[src/rtl/wtj_pkg.sv]
// ----------------------------------------------------------------------------
// wtj_pkg
// Shared widths, codes and types of the dc withstand limit judge.
// ----------------------------------------------------------------------------
package wtj_pkg;

   localparam int DATA_W      = 16;
   localparam int STAGE_W     = 2;
   localparam int FAIL_W      = 3;
   localparam int VERDICT_W   = 2;
   localparam int CSR_INDEX_W = 3;
   localparam int PROD_W      = 2 * DATA_W;
   localparam int GAIN_FRAC   = 12;
   localparam int SCALED_W    = PROD_W - GAIN_FRAC;
   localparam int VRAW_W      = SCALED_W + 2;
   localparam int THR_W       = DATA_W + 1;
   localparam int CNT_W       = 2;

   // fixed voltage offset added after scaling
   localparam int VOLTAGE_OFFSET = 0;
   localparam logic signed [VRAW_W-1:0] VOFFSET_S = VRAW_W'(VOLTAGE_OFFSET);

   // steady-stage snap window around the target
   localparam logic signed [VRAW_W-1:0] SNAP_BELOW = VRAW_W'(10);
   localparam logic signed [VRAW_W-1:0] SNAP_ABOVE = VRAW_W'(3);

   // overshoot threshold: target * 11 / 10 + 10, divide by 10 via reciprocal
   localparam int THR_MUL_W   = 20;
   localparam int DIV10_W     = 20;
   localparam int DIV10_SHIFT = 23;
   localparam logic [DIV10_W-1:0]  DIV10_MUL = DIV10_W'(838861);
   localparam logic [THR_W-1:0]    THR_ADD   = THR_W'(10);
   localparam logic [THR_MUL_W-1:0] THR_NUM  = THR_MUL_W'(11);

   localparam logic [DATA_W-1:0] SETTLE_TICKS = DATA_W'(2);
   localparam logic [DATA_W-1:0] SHORT_TICKS  = DATA_W'(5);

   localparam logic [CNT_W-1:0] CNT_MAX   = CNT_W'(3);
   localparam logic [CNT_W-1:0] OV_LIMIT  = CNT_W'(3);
   localparam logic [CNT_W-1:0] UC_LIMIT  = CNT_W'(2);

   localparam logic [DATA_W-1:0] DATA_MAX = {DATA_W{1'b1}};

   typedef enum logic [STAGE_W-1:0] {
      STAGE_RAMP      = 2'd0,
      STAGE_VOLT_STEP = 2'd1,
      STAGE_STEADY    = 2'd2,
      STAGE_OTHER     = 2'd3
   } stage_type;

   typedef enum logic [FAIL_W-1:0] {
      FAIL_NONE         = 3'd0,
      FAIL_OVER_CURRENT = 3'd1,
      FAIL_UNDER_CURRENT = 3'd2,
      FAIL_VOLTAGE      = 3'd3,
      FAIL_SHORT        = 3'd4
   } fail_type;

   typedef enum logic [VERDICT_W-1:0] {
      VERDICT_PASS        = 2'd0,
      VERDICT_LOW_CURRENT = 2'd1,
      VERDICT_NO_CHARGE   = 2'd2
   } verdict_type;

   typedef enum logic [CSR_INDEX_W-1:0] {
      CSR_TARGET_VOLTAGE     = 3'd0,
      CSR_TEST_DURATION      = 3'd1,
      CSR_CURRENT_HIGH_LIMIT = 3'd2,
      CSR_CURRENT_LOW_LIMIT  = 3'd3,
      CSR_CHARGE_CURRENT_MIN = 3'd4,
      CSR_CURRENT_OFFSET     = 3'd5,
      CSR_VOLTAGE_GAIN       = 3'd6,
      CSR_CURRENT_GAIN       = 3'd7
   } csr_index_type;

   typedef struct packed {
      logic [DATA_W-1:0] target_voltage;
      logic [DATA_W-1:0] test_duration;
      logic [DATA_W-1:0] current_high_limit;
      logic [DATA_W-1:0] current_low_limit;
      logic [DATA_W-1:0] charge_current_min;
      logic [DATA_W-1:0] current_offset;
      logic [DATA_W-1:0] voltage_gain;
      logic [DATA_W-1:0] current_gain;
   } cfg_type;

   localparam cfg_type CFG_RESET = '{
      target_voltage:     '0,
      test_duration:      '0,
      current_high_limit: DATA_MAX,
      current_low_limit:  '0,
      charge_current_min: '0,
      current_offset:     '0,
      voltage_gain:       DATA_W'(4096),
      current_gain:       DATA_W'(4096)
   };

   // sample after the gain multiply, waiting for judging
   typedef struct packed {
      logic [PROD_W-1:0] voltage_prod;
      logic              voltage_zero;
      logic [PROD_W-1:0] current_prod;
      stage_type         test_stage;
      logic [DATA_W-1:0] elapsed_ticks;
      logic              judge_enable;
      logic              restart;
   } sample_type;

   typedef struct packed {
      logic [DATA_W-1:0] voltage_value;
      logic [DATA_W-1:0] current_value;
      fail_type          fail_code;
      verdict_type       end_verdict;
      logic              end_verdict_valid;
      logic              stop_request;
   } result_type;

endpackage

[src/rtl/wtj_ifs.sv]
// ----------------------------------------------------------------------------
// wtj channel interfaces
// Valid/ready channels for samples, results and register writes.
// ----------------------------------------------------------------------------
interface wtj_req_if
   import wtj_pkg::*;
   ();
   logic               valid;
   logic               ready;
   logic [DATA_W-1:0]  voltage_sample;
   logic [DATA_W-1:0]  current_sample;
   logic [STAGE_W-1:0] test_stage;
   logic [DATA_W-1:0]  elapsed_ticks;
   logic               judge_enable;
   logic               restart;

   modport source (output valid, voltage_sample, current_sample, test_stage,
                   elapsed_ticks, judge_enable, restart, input ready);
   modport sink   (input valid, voltage_sample, current_sample, test_stage,
                   elapsed_ticks, judge_enable, restart, output ready);
endinterface

interface wtj_rsp_if
   import wtj_pkg::*;
   ();
   logic                 valid;
   logic                 ready;
   logic [DATA_W-1:0]    voltage_value;
   logic [DATA_W-1:0]    current_value;
   logic [FAIL_W-1:0]    fail_code;
   logic [VERDICT_W-1:0] end_verdict;
   logic                 end_verdict_valid;
   logic                 stop_request;

   modport source (output valid, voltage_value, current_value, fail_code,
                   end_verdict, end_verdict_valid, stop_request, input ready);
   modport sink   (input valid, voltage_value, current_value, fail_code,
                   end_verdict, end_verdict_valid, stop_request, output ready);
endinterface

interface wtj_csr_if
   import wtj_pkg::*;
   ();
   logic                   valid;
   logic                   ready;
   logic [CSR_INDEX_W-1:0] index;
   logic [DATA_W-1:0]      data;

   modport source (output valid, index, data, input ready);
   modport sink   (input valid, index, data, output ready);
endinterface

[src/rtl/withstand_test_limit_judge.sv]
// ----------------------------------------------------------------------------
// withstand_test_limit_judge
// Scales voltage and current samples of a dc withstand test and judges them
// against the configured limits, one result per sample.
//
//   channel  dir  handshake      content
//   req_     in   valid/ready    voltage/current samples, stage, time, flags
//   rsp_     out  valid/ready    scaled values, fail code, end verdict, stop
//   csr_     in   valid/ready    register index and write data (always ready)
//
// two register stages: the gain multiplies go into the sample register, the
// judge logic and test state update feed the result register.
// one sample per cycle sustained while rsp_ready stays high; an accepted sample passes the
// sample register and then the result register before rsp_valid. a full result register
// stalls the sample register, which stalls req_ready. synchronous reset clears the pipeline
// and the test state and sets the register file to its defaults.
module withstand_test_limit_judge
   import wtj_pkg::*;
(
   input  logic       clock,
   input  logic       reset,
   wtj_req_if.sink    req_chan,
   wtj_rsp_if.source  rsp_chan,
   wtj_csr_if.sink    csr_chan
);

   cfg_type           cfg_ff;
   logic [THR_W-1:0]  threshold_ff;
   logic [THR_MUL_W-1:0] target_x11;
   logic [THR_MUL_W+DIV10_W-1:0] thr_prod;

   sample_type        sample_ff;
   logic              sample_valid_ff;
   result_type        result_ff, result_in;
   logic              result_valid_ff;

   logic              req_accept, result_load;

   // ---- register file ----
   assign csr_chan.ready = 1'b1;

   // threshold derived from the written target: x * 11 / 10 + 10
   assign target_x11 = {{(THR_MUL_W-DATA_W){1'b0}}, csr_chan.data} * THR_NUM;
   assign thr_prod   = {{DIV10_W{1'b0}}, target_x11} * {{THR_MUL_W{1'b0}}, DIV10_MUL};

   always_ff @(posedge clock) begin
      if (reset) begin
         cfg_ff       <= CFG_RESET;
         threshold_ff <= THR_ADD;
      end else if (csr_chan.valid) begin
         unique case (csr_index_type'(csr_chan.index))
            CSR_TARGET_VOLTAGE: begin
               cfg_ff.target_voltage <= csr_chan.data;
               threshold_ff <= thr_prod[DIV10_SHIFT +: THR_W] + THR_ADD;
            end
            CSR_TEST_DURATION:      cfg_ff.test_duration      <= csr_chan.data;
            CSR_CURRENT_HIGH_LIMIT: cfg_ff.current_high_limit <= csr_chan.data;
            CSR_CURRENT_LOW_LIMIT:  cfg_ff.current_low_limit  <= csr_chan.data;
            CSR_CHARGE_CURRENT_MIN: cfg_ff.charge_current_min <= csr_chan.data;
            CSR_CURRENT_OFFSET:     cfg_ff.current_offset     <= csr_chan.data;
            CSR_VOLTAGE_GAIN:       cfg_ff.voltage_gain       <= csr_chan.data;
            CSR_CURRENT_GAIN:       cfg_ff.current_gain       <= csr_chan.data;
            default: ;
         endcase
      end
   end

   // ---- pipeline control ----
   assign result_load    = sample_valid_ff && (!result_valid_ff || rsp_chan.ready);
   assign req_chan.ready = !sample_valid_ff || result_load;
   assign req_accept     = req_chan.valid && req_chan.ready;

   always_ff @(posedge clock) begin
      if (reset) begin
         sample_valid_ff <= 1'b0;
         result_valid_ff <= 1'b0;
      end else begin
         if (req_accept) begin
            sample_valid_ff <= 1'b1;
         end else if (result_load) begin
            sample_valid_ff <= 1'b0;
         end
         if (result_load) begin
            result_valid_ff <= 1'b1;
         end else if (rsp_chan.ready) begin
            result_valid_ff <= 1'b0;
         end
      end
   end

   // sample register with the gain multiplies
   always_ff @(posedge clock) begin
      if (req_accept) begin
         sample_ff.voltage_prod  <= PROD_W'(req_chan.voltage_sample) *
                                    PROD_W'(cfg_ff.voltage_gain);
         sample_ff.voltage_zero  <= (req_chan.voltage_sample == '0);
         sample_ff.current_prod  <= PROD_W'(req_chan.current_sample) *
                                    PROD_W'(cfg_ff.current_gain);
         sample_ff.test_stage    <= stage_type'(req_chan.test_stage);
         sample_ff.elapsed_ticks <= req_chan.elapsed_ticks;
         sample_ff.judge_enable  <= req_chan.judge_enable;
         sample_ff.restart       <= req_chan.restart;
      end
   end

   wtj_judge u_judge (
      .clock     (clock),
      .reset     (reset),
      .cfg       (cfg_ff),
      .threshold (threshold_ff),
      .sample    (sample_ff),
      .advance   (result_load),
      .result    (result_in)
   );

   always_ff @(posedge clock) begin
      if (result_load) begin
         result_ff <= result_in;
      end
   end

   assign rsp_chan.valid             = result_valid_ff;
   assign rsp_chan.voltage_value     = result_ff.voltage_value;
   assign rsp_chan.current_value     = result_ff.current_value;
   assign rsp_chan.fail_code         = result_ff.fail_code;
   assign rsp_chan.end_verdict       = result_ff.end_verdict;
   assign rsp_chan.end_verdict_valid = result_ff.end_verdict_valid;
   assign rsp_chan.stop_request      = result_ff.stop_request;

   // ---- checks ----
   assert property (@(posedge clock) disable iff (reset)
      result_valid_ff && result_ff.fail_code != FAIL_NONE |-> result_ff.stop_request)
      else $error("failure reported without stop request");

   assert property (@(posedge clock) disable iff (reset)
      result_valid_ff && result_ff.end_verdict_valid |->
         result_ff.fail_code == FAIL_NONE)
      else $error("end verdict given together with a failure");

   assert property (@(posedge clock) disable iff (reset)
      result_valid_ff && !result_ff.end_verdict_valid |->
         result_ff.end_verdict == VERDICT_PASS)
      else $error("end verdict nonzero without verdict valid");

   assert property (@(posedge clock) disable iff (reset)
      !req_chan.ready |-> sample_valid_ff && result_valid_ff && !rsp_chan.ready)
      else $error("input stalled with room in the pipeline");

endmodule

[src/rtl/wtj_judge.sv]
// ----------------------------------------------------------------------------
// wtj_judge
// Scaling, snapping and failure judging of one sample; holds the test state.
// ----------------------------------------------------------------------------
module wtj_judge
   import wtj_pkg::*;
(
   input  logic              clock,
   input  logic              reset,
   input  cfg_type           cfg,
   input  logic [THR_W-1:0]  threshold,
   input  sample_type        sample,
   input  logic              advance,
   output result_type        result
);

   logic [CNT_W-1:0] overvolt_count_ff, overvolt_count_in;
   logic [CNT_W-1:0] undercurrent_count_ff, undercurrent_count_in;
   logic             charge_pending_ff, charge_pending_in;
   logic             judging_halted_ff, judging_halted_in;

   logic [CNT_W-1:0] ov_cur, uc_cur;
   logic             cp_cur, halt_cur;

   logic [SCALED_W-1:0]      v_scaled, c_scaled, c_diff;
   logic signed [VRAW_W-1:0] v_raw, v_snap, target_s;
   logic [DATA_W-1:0]        volt, curr;
   logic                     near_end;
   fail_type                 err;
   verdict_type              verdict;
   logic                     verdict_valid;

   always_comb begin
      // restart clears the test state ahead of this sample
      ov_cur   = sample.restart ? '0 : overvolt_count_ff;
      uc_cur   = sample.restart ? '0 : undercurrent_count_ff;
      cp_cur   = sample.restart ? 1'b1 : charge_pending_ff;
      halt_cur = sample.restart ? 1'b0 : judging_halted_ff;

      // voltage: scale, offset, snap to target in steady stage, clamp
      v_scaled = sample.voltage_prod[PROD_W-1:GAIN_FRAC];
      target_s = $signed({{(VRAW_W-DATA_W){1'b0}}, cfg.target_voltage});
      v_raw = sample.voltage_zero ? '0 :
              $signed({{(VRAW_W-SCALED_W){1'b0}}, v_scaled}) + VOFFSET_S;
      v_snap = v_raw;
      if (sample.test_stage == STAGE_STEADY) begin
         if (v_raw <= target_s) begin
            if (v_raw + SNAP_BELOW > target_s) v_snap = target_s;
         end else if (target_s + SNAP_ABOVE > v_raw) begin
            v_snap = target_s;
         end
      end
      if (v_snap[VRAW_W-1]) begin
         volt = '0;
      end else if (|v_snap[VRAW_W-1:DATA_W]) begin
         volt = DATA_MAX;
      end else begin
         volt = v_snap[DATA_W-1:0];
      end

      // current: scale, remove offset with floor at zero, saturate
      c_scaled = sample.current_prod[PROD_W-1:GAIN_FRAC];
      if (c_scaled >= {{(SCALED_W-DATA_W){1'b0}}, cfg.current_offset}) begin
         c_diff = c_scaled - {{(SCALED_W-DATA_W){1'b0}}, cfg.current_offset};
      end else begin
         c_diff = '0;
      end
      curr = (|c_diff[SCALED_W-1:DATA_W]) ? DATA_MAX : c_diff[DATA_W-1:0];

      near_end = (cfg.test_duration != '0) &&
                 ({1'b0, sample.elapsed_ticks} + 17'd1 >= {1'b0, cfg.test_duration});

      overvolt_count_in     = ov_cur;
      undercurrent_count_in = uc_cur;
      charge_pending_in     = cp_cur;
      judging_halted_in     = halt_cur;
      err                   = FAIL_NONE;
      verdict               = VERDICT_PASS;
      verdict_valid         = 1'b0;

      if (sample.judge_enable && !halt_cur) begin
         if (curr > cfg.charge_current_min || cfg.charge_current_min == '0) begin
            charge_pending_in = 1'b0;
         end

         if (curr > cfg.current_high_limit) begin
            err = FAIL_OVER_CURRENT;
         end else if (sample.test_stage == STAGE_RAMP ||
                      sample.test_stage == STAGE_VOLT_STEP) begin
            // overshoot must persist before it counts
            if ({1'b0, volt} > threshold) begin
               if (ov_cur != CNT_MAX) overvolt_count_in = ov_cur + CNT_W'(1);
               if (overvolt_count_in == OV_LIMIT) err = FAIL_VOLTAGE;
            end else begin
               overvolt_count_in = '0;
            end
         end else if (sample.test_stage == STAGE_STEADY &&
                      sample.elapsed_ticks > SETTLE_TICKS) begin
            if ((sample.elapsed_ticks >= SHORT_TICKS ||
                 sample.elapsed_ticks == cfg.test_duration) && volt == '0) begin
               err = FAIL_SHORT;
            end else if (!near_end && (volt < (cfg.target_voltage >> 1) ||
                                       {1'b0, volt} > threshold)) begin
               err = FAIL_VOLTAGE;
            end

            if (err == FAIL_NONE) begin
               if (curr < cfg.current_low_limit) begin
                  if (uc_cur != CNT_MAX) undercurrent_count_in = uc_cur + CNT_W'(1);
                  if (undercurrent_count_in >= UC_LIMIT) err = FAIL_UNDER_CURRENT;
               end else begin
                  undercurrent_count_in = '0;
               end
            end

            if (err == FAIL_NONE && near_end) begin
               verdict_valid = 1'b1;
               if (curr < cfg.current_low_limit) begin
                  verdict = VERDICT_LOW_CURRENT;
               end else if (charge_pending_in) begin
                  verdict = VERDICT_NO_CHARGE;
               end
            end
         end

         if (err != FAIL_NONE) judging_halted_in = 1'b1;
      end

      result.voltage_value     = volt;
      result.current_value     = curr;
      result.fail_code         = err;
      result.end_verdict       = verdict;
      result.end_verdict_valid = verdict_valid;
      result.stop_request      = judging_halted_in;
   end

   always_ff @(posedge clock) begin
      if (reset) begin
         overvolt_count_ff     <= '0;
         undercurrent_count_ff <= '0;
         charge_pending_ff     <= 1'b1;
         judging_halted_ff     <= 1'b0;
      end else if (advance) begin
         overvolt_count_ff     <= overvolt_count_in;
         undercurrent_count_ff <= undercurrent_count_in;
         charge_pending_ff     <= charge_pending_in;
         judging_halted_ff     <= judging_halted_in;
      end
   end

   // a halted test never counts further
   assert property (@(posedge clock) disable iff (reset)
      judging_halted_ff && advance && !sample.restart |=>
         $stable(overvolt_count_ff) && $stable(undercurrent_count_ff))
      else $error("test state changed while judging halted");

   // voltage abnormal during ramp or voltage step only after the overshoot count is full
   assert property (@(posedge clock) disable iff (reset)
      advance && err == FAIL_VOLTAGE && sample.test_stage != STAGE_STEADY
      |=> overvolt_count_ff == OV_LIMIT)
      else $error("ramp overshoot reported before count was full");

endmodule
[src/flat_wrapper.sv]
// flat-port wrapper written by rule: the top's interface ports become plain ports
module withstand_test_limit_judge_flat import wtj_pkg::*;
  (clock, reset, req_chan_valid, req_chan_voltage_sample, req_chan_current_sample, req_chan_test_stage, req_chan_elapsed_ticks, req_chan_judge_enable, req_chan_restart, req_chan_ready, rsp_chan_valid, rsp_chan_voltage_value, rsp_chan_current_value, rsp_chan_fail_code, rsp_chan_end_verdict, rsp_chan_end_verdict_valid, rsp_chan_stop_request, rsp_chan_ready, csr_chan_valid, csr_chan_index, csr_chan_data, csr_chan_ready);
  wtj_req_if req_chan_i ();
  wtj_rsp_if rsp_chan_i ();
  wtj_csr_if csr_chan_i ();
  input  logic clock;
  input  logic reset;
  input wire logic [$bits(req_chan_i.valid)-1:0] req_chan_valid;
  input wire logic [$bits(req_chan_i.voltage_sample)-1:0] req_chan_voltage_sample;
  input wire logic [$bits(req_chan_i.current_sample)-1:0] req_chan_current_sample;
  input wire logic [$bits(req_chan_i.test_stage)-1:0] req_chan_test_stage;
  input wire logic [$bits(req_chan_i.elapsed_ticks)-1:0] req_chan_elapsed_ticks;
  input wire logic [$bits(req_chan_i.judge_enable)-1:0] req_chan_judge_enable;
  input wire logic [$bits(req_chan_i.restart)-1:0] req_chan_restart;
  output wire logic [$bits(req_chan_i.ready)-1:0] req_chan_ready;
  output wire logic [$bits(rsp_chan_i.valid)-1:0] rsp_chan_valid;
  output wire logic [$bits(rsp_chan_i.voltage_value)-1:0] rsp_chan_voltage_value;
  output wire logic [$bits(rsp_chan_i.current_value)-1:0] rsp_chan_current_value;
  output wire logic [$bits(rsp_chan_i.fail_code)-1:0] rsp_chan_fail_code;
  output wire logic [$bits(rsp_chan_i.end_verdict)-1:0] rsp_chan_end_verdict;
  output wire logic [$bits(rsp_chan_i.end_verdict_valid)-1:0] rsp_chan_end_verdict_valid;
  output wire logic [$bits(rsp_chan_i.stop_request)-1:0] rsp_chan_stop_request;
  input wire logic [$bits(rsp_chan_i.ready)-1:0] rsp_chan_ready;
  input wire logic [$bits(csr_chan_i.valid)-1:0] csr_chan_valid;
  input wire logic [$bits(csr_chan_i.index)-1:0] csr_chan_index;
  input wire logic [$bits(csr_chan_i.data)-1:0] csr_chan_data;
  output wire logic [$bits(csr_chan_i.ready)-1:0] csr_chan_ready;
  assign req_chan_i.valid = req_chan_valid;
  assign req_chan_i.voltage_sample = req_chan_voltage_sample;
  assign req_chan_i.current_sample = req_chan_current_sample;
  assign req_chan_i.test_stage = req_chan_test_stage;
  assign req_chan_i.elapsed_ticks = req_chan_elapsed_ticks;
  assign req_chan_i.judge_enable = req_chan_judge_enable;
  assign req_chan_i.restart = req_chan_restart;
  assign req_chan_ready = req_chan_i.ready;
  assign rsp_chan_valid = rsp_chan_i.valid;
  assign rsp_chan_voltage_value = rsp_chan_i.voltage_value;
  assign rsp_chan_current_value = rsp_chan_i.current_value;
  assign rsp_chan_fail_code = rsp_chan_i.fail_code;
  assign rsp_chan_end_verdict = rsp_chan_i.end_verdict;
  assign rsp_chan_end_verdict_valid = rsp_chan_i.end_verdict_valid;
  assign rsp_chan_stop_request = rsp_chan_i.stop_request;
  assign rsp_chan_i.ready = rsp_chan_ready;
  assign csr_chan_i.valid = csr_chan_valid;
  assign csr_chan_i.index = csr_chan_index;
  assign csr_chan_i.data = csr_chan_data;
  assign csr_chan_ready = csr_chan_i.ready;
  withstand_test_limit_judge u_core (.clock(clock), .reset(reset), .req_chan(req_chan_i), .rsp_chan(rsp_chan_i), .csr_chan(csr_chan_i));
endmodule
[config.mk]
export PLATFORM = sky130hd
export DESIGN_NAME = withstand_test_limit_judge_flat
export DESIGN_NICKNAME = d
export VERILOG_FILES = /design/src/rtl/wtj_pkg.sv /design/src/rtl/wtj_ifs.sv /design/src/rtl/withstand_test_limit_judge.sv /design/src/rtl/wtj_judge.sv /design/src/flat_wrapper.sv
export SDC_FILE = /design/constraint.sdc
export NUM_CORES = 2
export LEC_CHECK = 0
export ABC_AREA = 1
export ABC_CLOCK_PERIOD_IN_PS = 14500
export BUFFER_PORTS_ARGS = -buffer_cell sky130_fd_sc_hd__buf_2
export CAP_MARGIN = 20
export CORE_AREA = 4 4 392 394
export DETAILED_ROUTE_END_ITERATION = 8
export DIE_AREA = 0 0 396 398
export PLACE_DENSITY = 0.41
export SETUP_SLACK_MARGIN = 0.1
export SYNTH_ARGS = -nofsm -noshare
export SYNTH_HDL_FRONTEND = slang
export SYNTH_HIERARCHICAL = 1
export SYNTH_SLANG_ARGS = --single-unit
[constraint.sdc]
create_clock -name clock -period 14.5 [get_ports clock]
set_clock_uncertainty 0.15 [all_clocks]
set_input_delay 0.725 -clock clock [delete_from_list [all_inputs] [get_ports clock]]
set_output_delay 0.725 -clock clock [all_outputs]
set_load 0.05 [all_outputs]
Word level (Yosys, flattened, before mapping)
Index checks and enable logic that the tools add are counted.
{"block": "totals", "inputBits": 76, "regBits": 277, "elab_cells": 177, "out_inout_bits": 42}
{"block": "op_classes", "n_reduce_logical": 42, "multipliers": 4, "addsub": 7, "n_mux": 66, "order_cmp": 13, "n_eq_ne": 13, "n_bitwise": 3}
{"cell": "20-bit two-way mux", "n": 4}
{"cell": "16-bit by 16-bit multiplier with 32-bit output", "n": 2}
{"cell": "2-bit two-way mux", "n": 28}
{"cell": "16-bit zero test", "n": 3}
{"cell": "16-bit two-way mux", "n": 3}
{"cell": "3-bit two-way mux", "n": 16}
{"cell": "22-bit two-way mux", "n": 2}
{"cell": "20-bit by 20-bit multiplier with 40-bit output, second input constant", "n": 1}
{"cell": "16-bit greater-than comparator", "n": 2}
{"cell": "20-bit by 4-bit adder with 21-bit output, second input constant", "n": 1}
{"cell": "21-bit by 16-bit greater-than comparator with 1-bit output", "n": 1}
{"cell": "20-bit by 16-bit greater-or-equal comparator with 1-bit output", "n": 1}
{"cell": "17-bit by 20-bit greater-than comparator with 1-bit output", "n": 1}
{"cell": "20-bit by 16-bit less-or-equal comparator with 1-bit output", "n": 1}
{"cell": "16-bit by 4-bit multiplier with 20-bit output, second input constant", "n": 1}
{"cell": "20-bit by 16-bit subtractor with 20-bit output", "n": 1}
{"cell": "16-bit by 1-bit adder with 17-bit output, second input constant", "n": 1}
{"cell": "16-bit by 2-bit adder with 17-bit output, second input constant", "n": 1}
{"cell": "17-bit by 4-bit adder with 17-bit output, second input constant", "n": 1}
{"cell": "17-bit by 16-bit greater-or-equal comparator with 1-bit output", "n": 1}
{"cell": "16-bit by 17-bit greater-than comparator with 1-bit output", "n": 1}
{"cell": "16-bit == test", "n": 1}
{"cell": "16-bit by 3-bit greater-or-equal comparator with 1-bit output, second input constant", "n": 1}
{"cell": "16-bit by 2-bit greater-than comparator with 1-bit output, second input constant", "n": 1}
{"cell": "24 further kinds", "n": 72}

Longest topological paths before layout
{"block": "depth", "depth_word": 39, "mapped_depth": 54}

By module
Netlist, hierarchy kept.
{"mod": "withstand_test_limit_judge", "n_inst": 1, "seq_area_each_um2": 6666.4, "cells_each": 4412, "area_each_um2": 36276.0}
{"mod": "wtj_judge", "n_inst": 1, "seq_area_each_um2": 120.1, "cells_each": 1206, "area_each_um2": 7100.6}

Least setup slack after synthesis
Ideal clock, no wire load.
{"block": "synth_timing", "path_kind": "input -> register", "start": "in csr_chan_data[3]", "end": "reg u_core.threshold_ff[9]", "required_time_ns": 14.235, "n_path_buf": 0, "setup_slack_ns": 5.925, "stages": 43, "arrival_ns": 8.309, "path_cell_list": "ha_1 -> fa_1 -> ha_1 -> inv_1 -> o21bai_1 -> nand3_1 -> nand3_1 -> nand2_1 -> nand2_1 -> a21oi_1 -> o21ai_0 -> nand2_1 -> nand2_1 -> xor2_1 -> ha_1 -> fa_1 -> ha_1 -> inv_1 -> (+7 left out) -> ha_1 -> nand2_1 -> nor2_1 -> nand2_1 -> nor2_1 -> nand2_1 -> nand3_1 -> nand2_1 -> nand2_1 -> inv_1 -> ha_1 -> inv_1 -> nand3_1 -> nand2_2 -> nor2_4 -> xor2_1 -> o21ai_0 -> inv_1"}
{"block": "synth_via", "elab_chain_cells": 3}
{"item": "from (decl)", "line": "flat_wrapper.sv:27", "text": "input wire logic [$bits(csr_chan_i.data)-1:0] csr_chan_data;"}
{"item": "16-bit by 4-bit multiplier with 20-bit output", "line": "withstand_test_limit_judge.sv:43", "text": "assign target_x11 = {{(THR_MUL_W-DATA_W){1'b0}}, csr_chan.data} * THR_NUM;"}
{"item": "20-bit by 20-bit multiplier with 40-bit output", "line": "withstand_test_limit_judge.sv:44", "text": "assign thr_prod = {{DIV10_W{1'b0}}, target_x11} * {{THR_MUL_W{1'b0}}, DIV10_MUL};"}
{"item": "17-bit by 4-bit adder with 17-bit output", "line": "withstand_test_limit_judge.sv:54", "text": "threshold_ff <= thr_prod[DIV10_SHIFT +: THR_W] + THR_ADD;"}
{"item": "to (signal assigned)", "line": "withstand_test_limit_judge.sv:54"}
{"item": "to (decl)", "line": "withstand_test_limit_judge.sv:28", "text": "logic [THR_W-1:0] threshold_ff;"}
Every way passes these cells.
A chain may end at the register's enable or synchronous reset.

Worst setup path in the final report
{"block": "layout_timing", "start": "in csr_chan_data[3]", "end": "reg u_core.threshold_ff[15]"}
Same word-level chain as after synthesis.

==> impl_metrics.csv <==
group,metric,value,unit
sta,finalHoldViolations,0,
worst_setup_path,worst_ep_required_time,14.83,ns
die,num_rows,142,
routing,viasPerCell,4.46,
worst_setup_path,crit_top_cell,"nand2_1",
cts,clkTransAtPathRegs,0.06,ns
worst_setup_path,critPathMaxStageDelay,0.57,ns
synthesis,avgSynthCellArea,7.63,um^2
routing,antenna_left,0,
routing,drc_errors,0,
synthesis,synth_cells,5573,
layout,layout_commonest_cell,"inv_1",
run_status,status,"finished clean",
grt,grt_max_degree,106,
routing,wl_per_cell,17.6,um
cts,cts_repair_resize_count,0,
routing,vias,34000,
cts,insertion_delay,0.59,ns
sta,fin_crit_sh,0.650,
worst_setup_path,crit_type,"input port to flip-flop",
layout,final_area,46300,um^2
die,die-area,158000,um^2
die,ios,118,
place,hpwlAfterDp,108000,um
die,die_h,398,um
layout,layout_common_cells,"inv_1 (1375), nand2_1 (1183), ha_1 (607)",
synthesis,synth_fp_nets,6797,
sta,max_slew_margin,0.311,
worst_setup_path,critical_path.max_fanout,11,
flow_run,maxCapViolCount,0,
place,port_buffers,116,
layout,syn_to_final_growth,8.88,%
sta,period_minus_slack,9.43,ns
sta,setup_tns,0,ns
place,place_congestion,0.900,
cts,cts_tree,"built",
cts,h-tree-depth,1,
die,initial_core_util,0.284,
worst_setup_path,cpMaxStageDelayCell,"xor2_1",
cts,cts_buffers,30,
worst_setup_path,startpoint_type,"input port",
die,die_w,396,um
sta,rsz0062_at_grt,"no",
routing,drt_pre_antenna_iters,6,
grt,grt.total_usage,0.170,
worst_setup_path,cp_data_arrival_time,9.76,ns
hold_path,hold_class,"input port to flip-flop",
sta,finalSetupViolations,0,
sta,worst_slew_pin_slew,1.03,ns
cts,cts_setup_buffers,0,
synthesis,yosys_warnings,6,
grt,grt_pass1_wl,210000,um
layout,nets,6795,
grt,antenna_found_initial,6,
cts,ctsLongestPathBuffers,3,
place,placed_area,45200,um^2
cts,cts.sinks,253,
die,core-area,150000,um^2
grt,grt-ovfl-total,0,
cts,cts_hold_buf,0,
routing,routed_wl,134000,um
cts,cts-root-buf,"clkbuf_16",
sta,fmaxAchievable,106,MHz
routing,drt_iter0_drc,1842,
worst_setup_path,crit_path_end_kind,"flip-flop",
layout,drive_above_1_share,0.0511,
sta,slew_viol_final,0,
synthesis,synthesis.area,42500,um^2
grt,grt_pass1_vias,35800,
## metrics by stage
step / std cells / worst slack [ns] / hold WS, ns / util
after floorplan: 5573 / 5.93 / 0.279 / -
after global placement: 7555 / 4.47 / 0.290 / 0.302
after detailed placement: 7555 / 4.44 / 0.294 / 0.302
after CTS: 7611 / 5.04 / 0.113 / 0.309
after global routing: 7612 / 4.34 / 0.122 / 0.309
final: 7613 / 5.07 / 0.163 / 0.309
## area by class of cell
type | instances | area [um^2]
inverter | 1392 | 5230
timing repair buffer | 158 | 896
clock buffer | 43 | 947
multi-input combinational | 3736 | 30400
antenna | 2 | 5.00
fill | 16200 | 103000
sequential | 253 | 6070
clock inverter | 13 | 168
tap | 2016 | 2520
## sequential cells by signal, indices dropped and copies added (netlist names), 2 cells and up
signal,cells
u_core/u_judge/undercurrent_count_ff,2
u_core/sample_ff,61
u_core/threshold_ff,17
u_core/u_judge/overvolt_count_ff,2
u_core/rsp_chan.fail_code,3
u_core/rsp_chan.current_value,16
u_core/rsp_chan.voltage_value,16
u_core/cfg_ff,128
u_core/rsp_chan.end_verdict,2
## routing by layer
metal	vias to the layer above	wire [um]	GRT usage
met1	16300	63800	0.233
li1	16900	-	-
met3	126	4750	0.0166
met5	-	41	0
met4	6	2960	0.0353
met2	571	62500	0.292
## worst max-delay path, delay by kind of cell
kind / cells / cell delay (ns)
fa+ha+maj: 12 / 4.94
xor+xnor: 1 / 0.57
buf+inv: 10 / 0.89
compound gates: 4 / 0.83
simple gates: 19 / 1.80
## worst paths after layout
| check | start | to | slack, ns | depth (start not counted) |
|---|---|---|---|---|
| max | csr_chan_data[3] | u_core/threshold_ff[15] | 5.07 | 46 |
| min reg2reg | u_core/cfg_ff[93] | u_core/cfg_ff[93] | 0.31 | 2 |
| min | req_chan_elapsed_ticks[8] | u_core/sample_ff[10] | 0.16 | 1 |
| max reg2reg | u_core/sample_ff[52] | u_core/rsp_chan.stop_request | 7.00 | 48 |
Power is not shown: default switching activity piles up to over one toggle a cycle in this logic, so the estimate is an artifact.
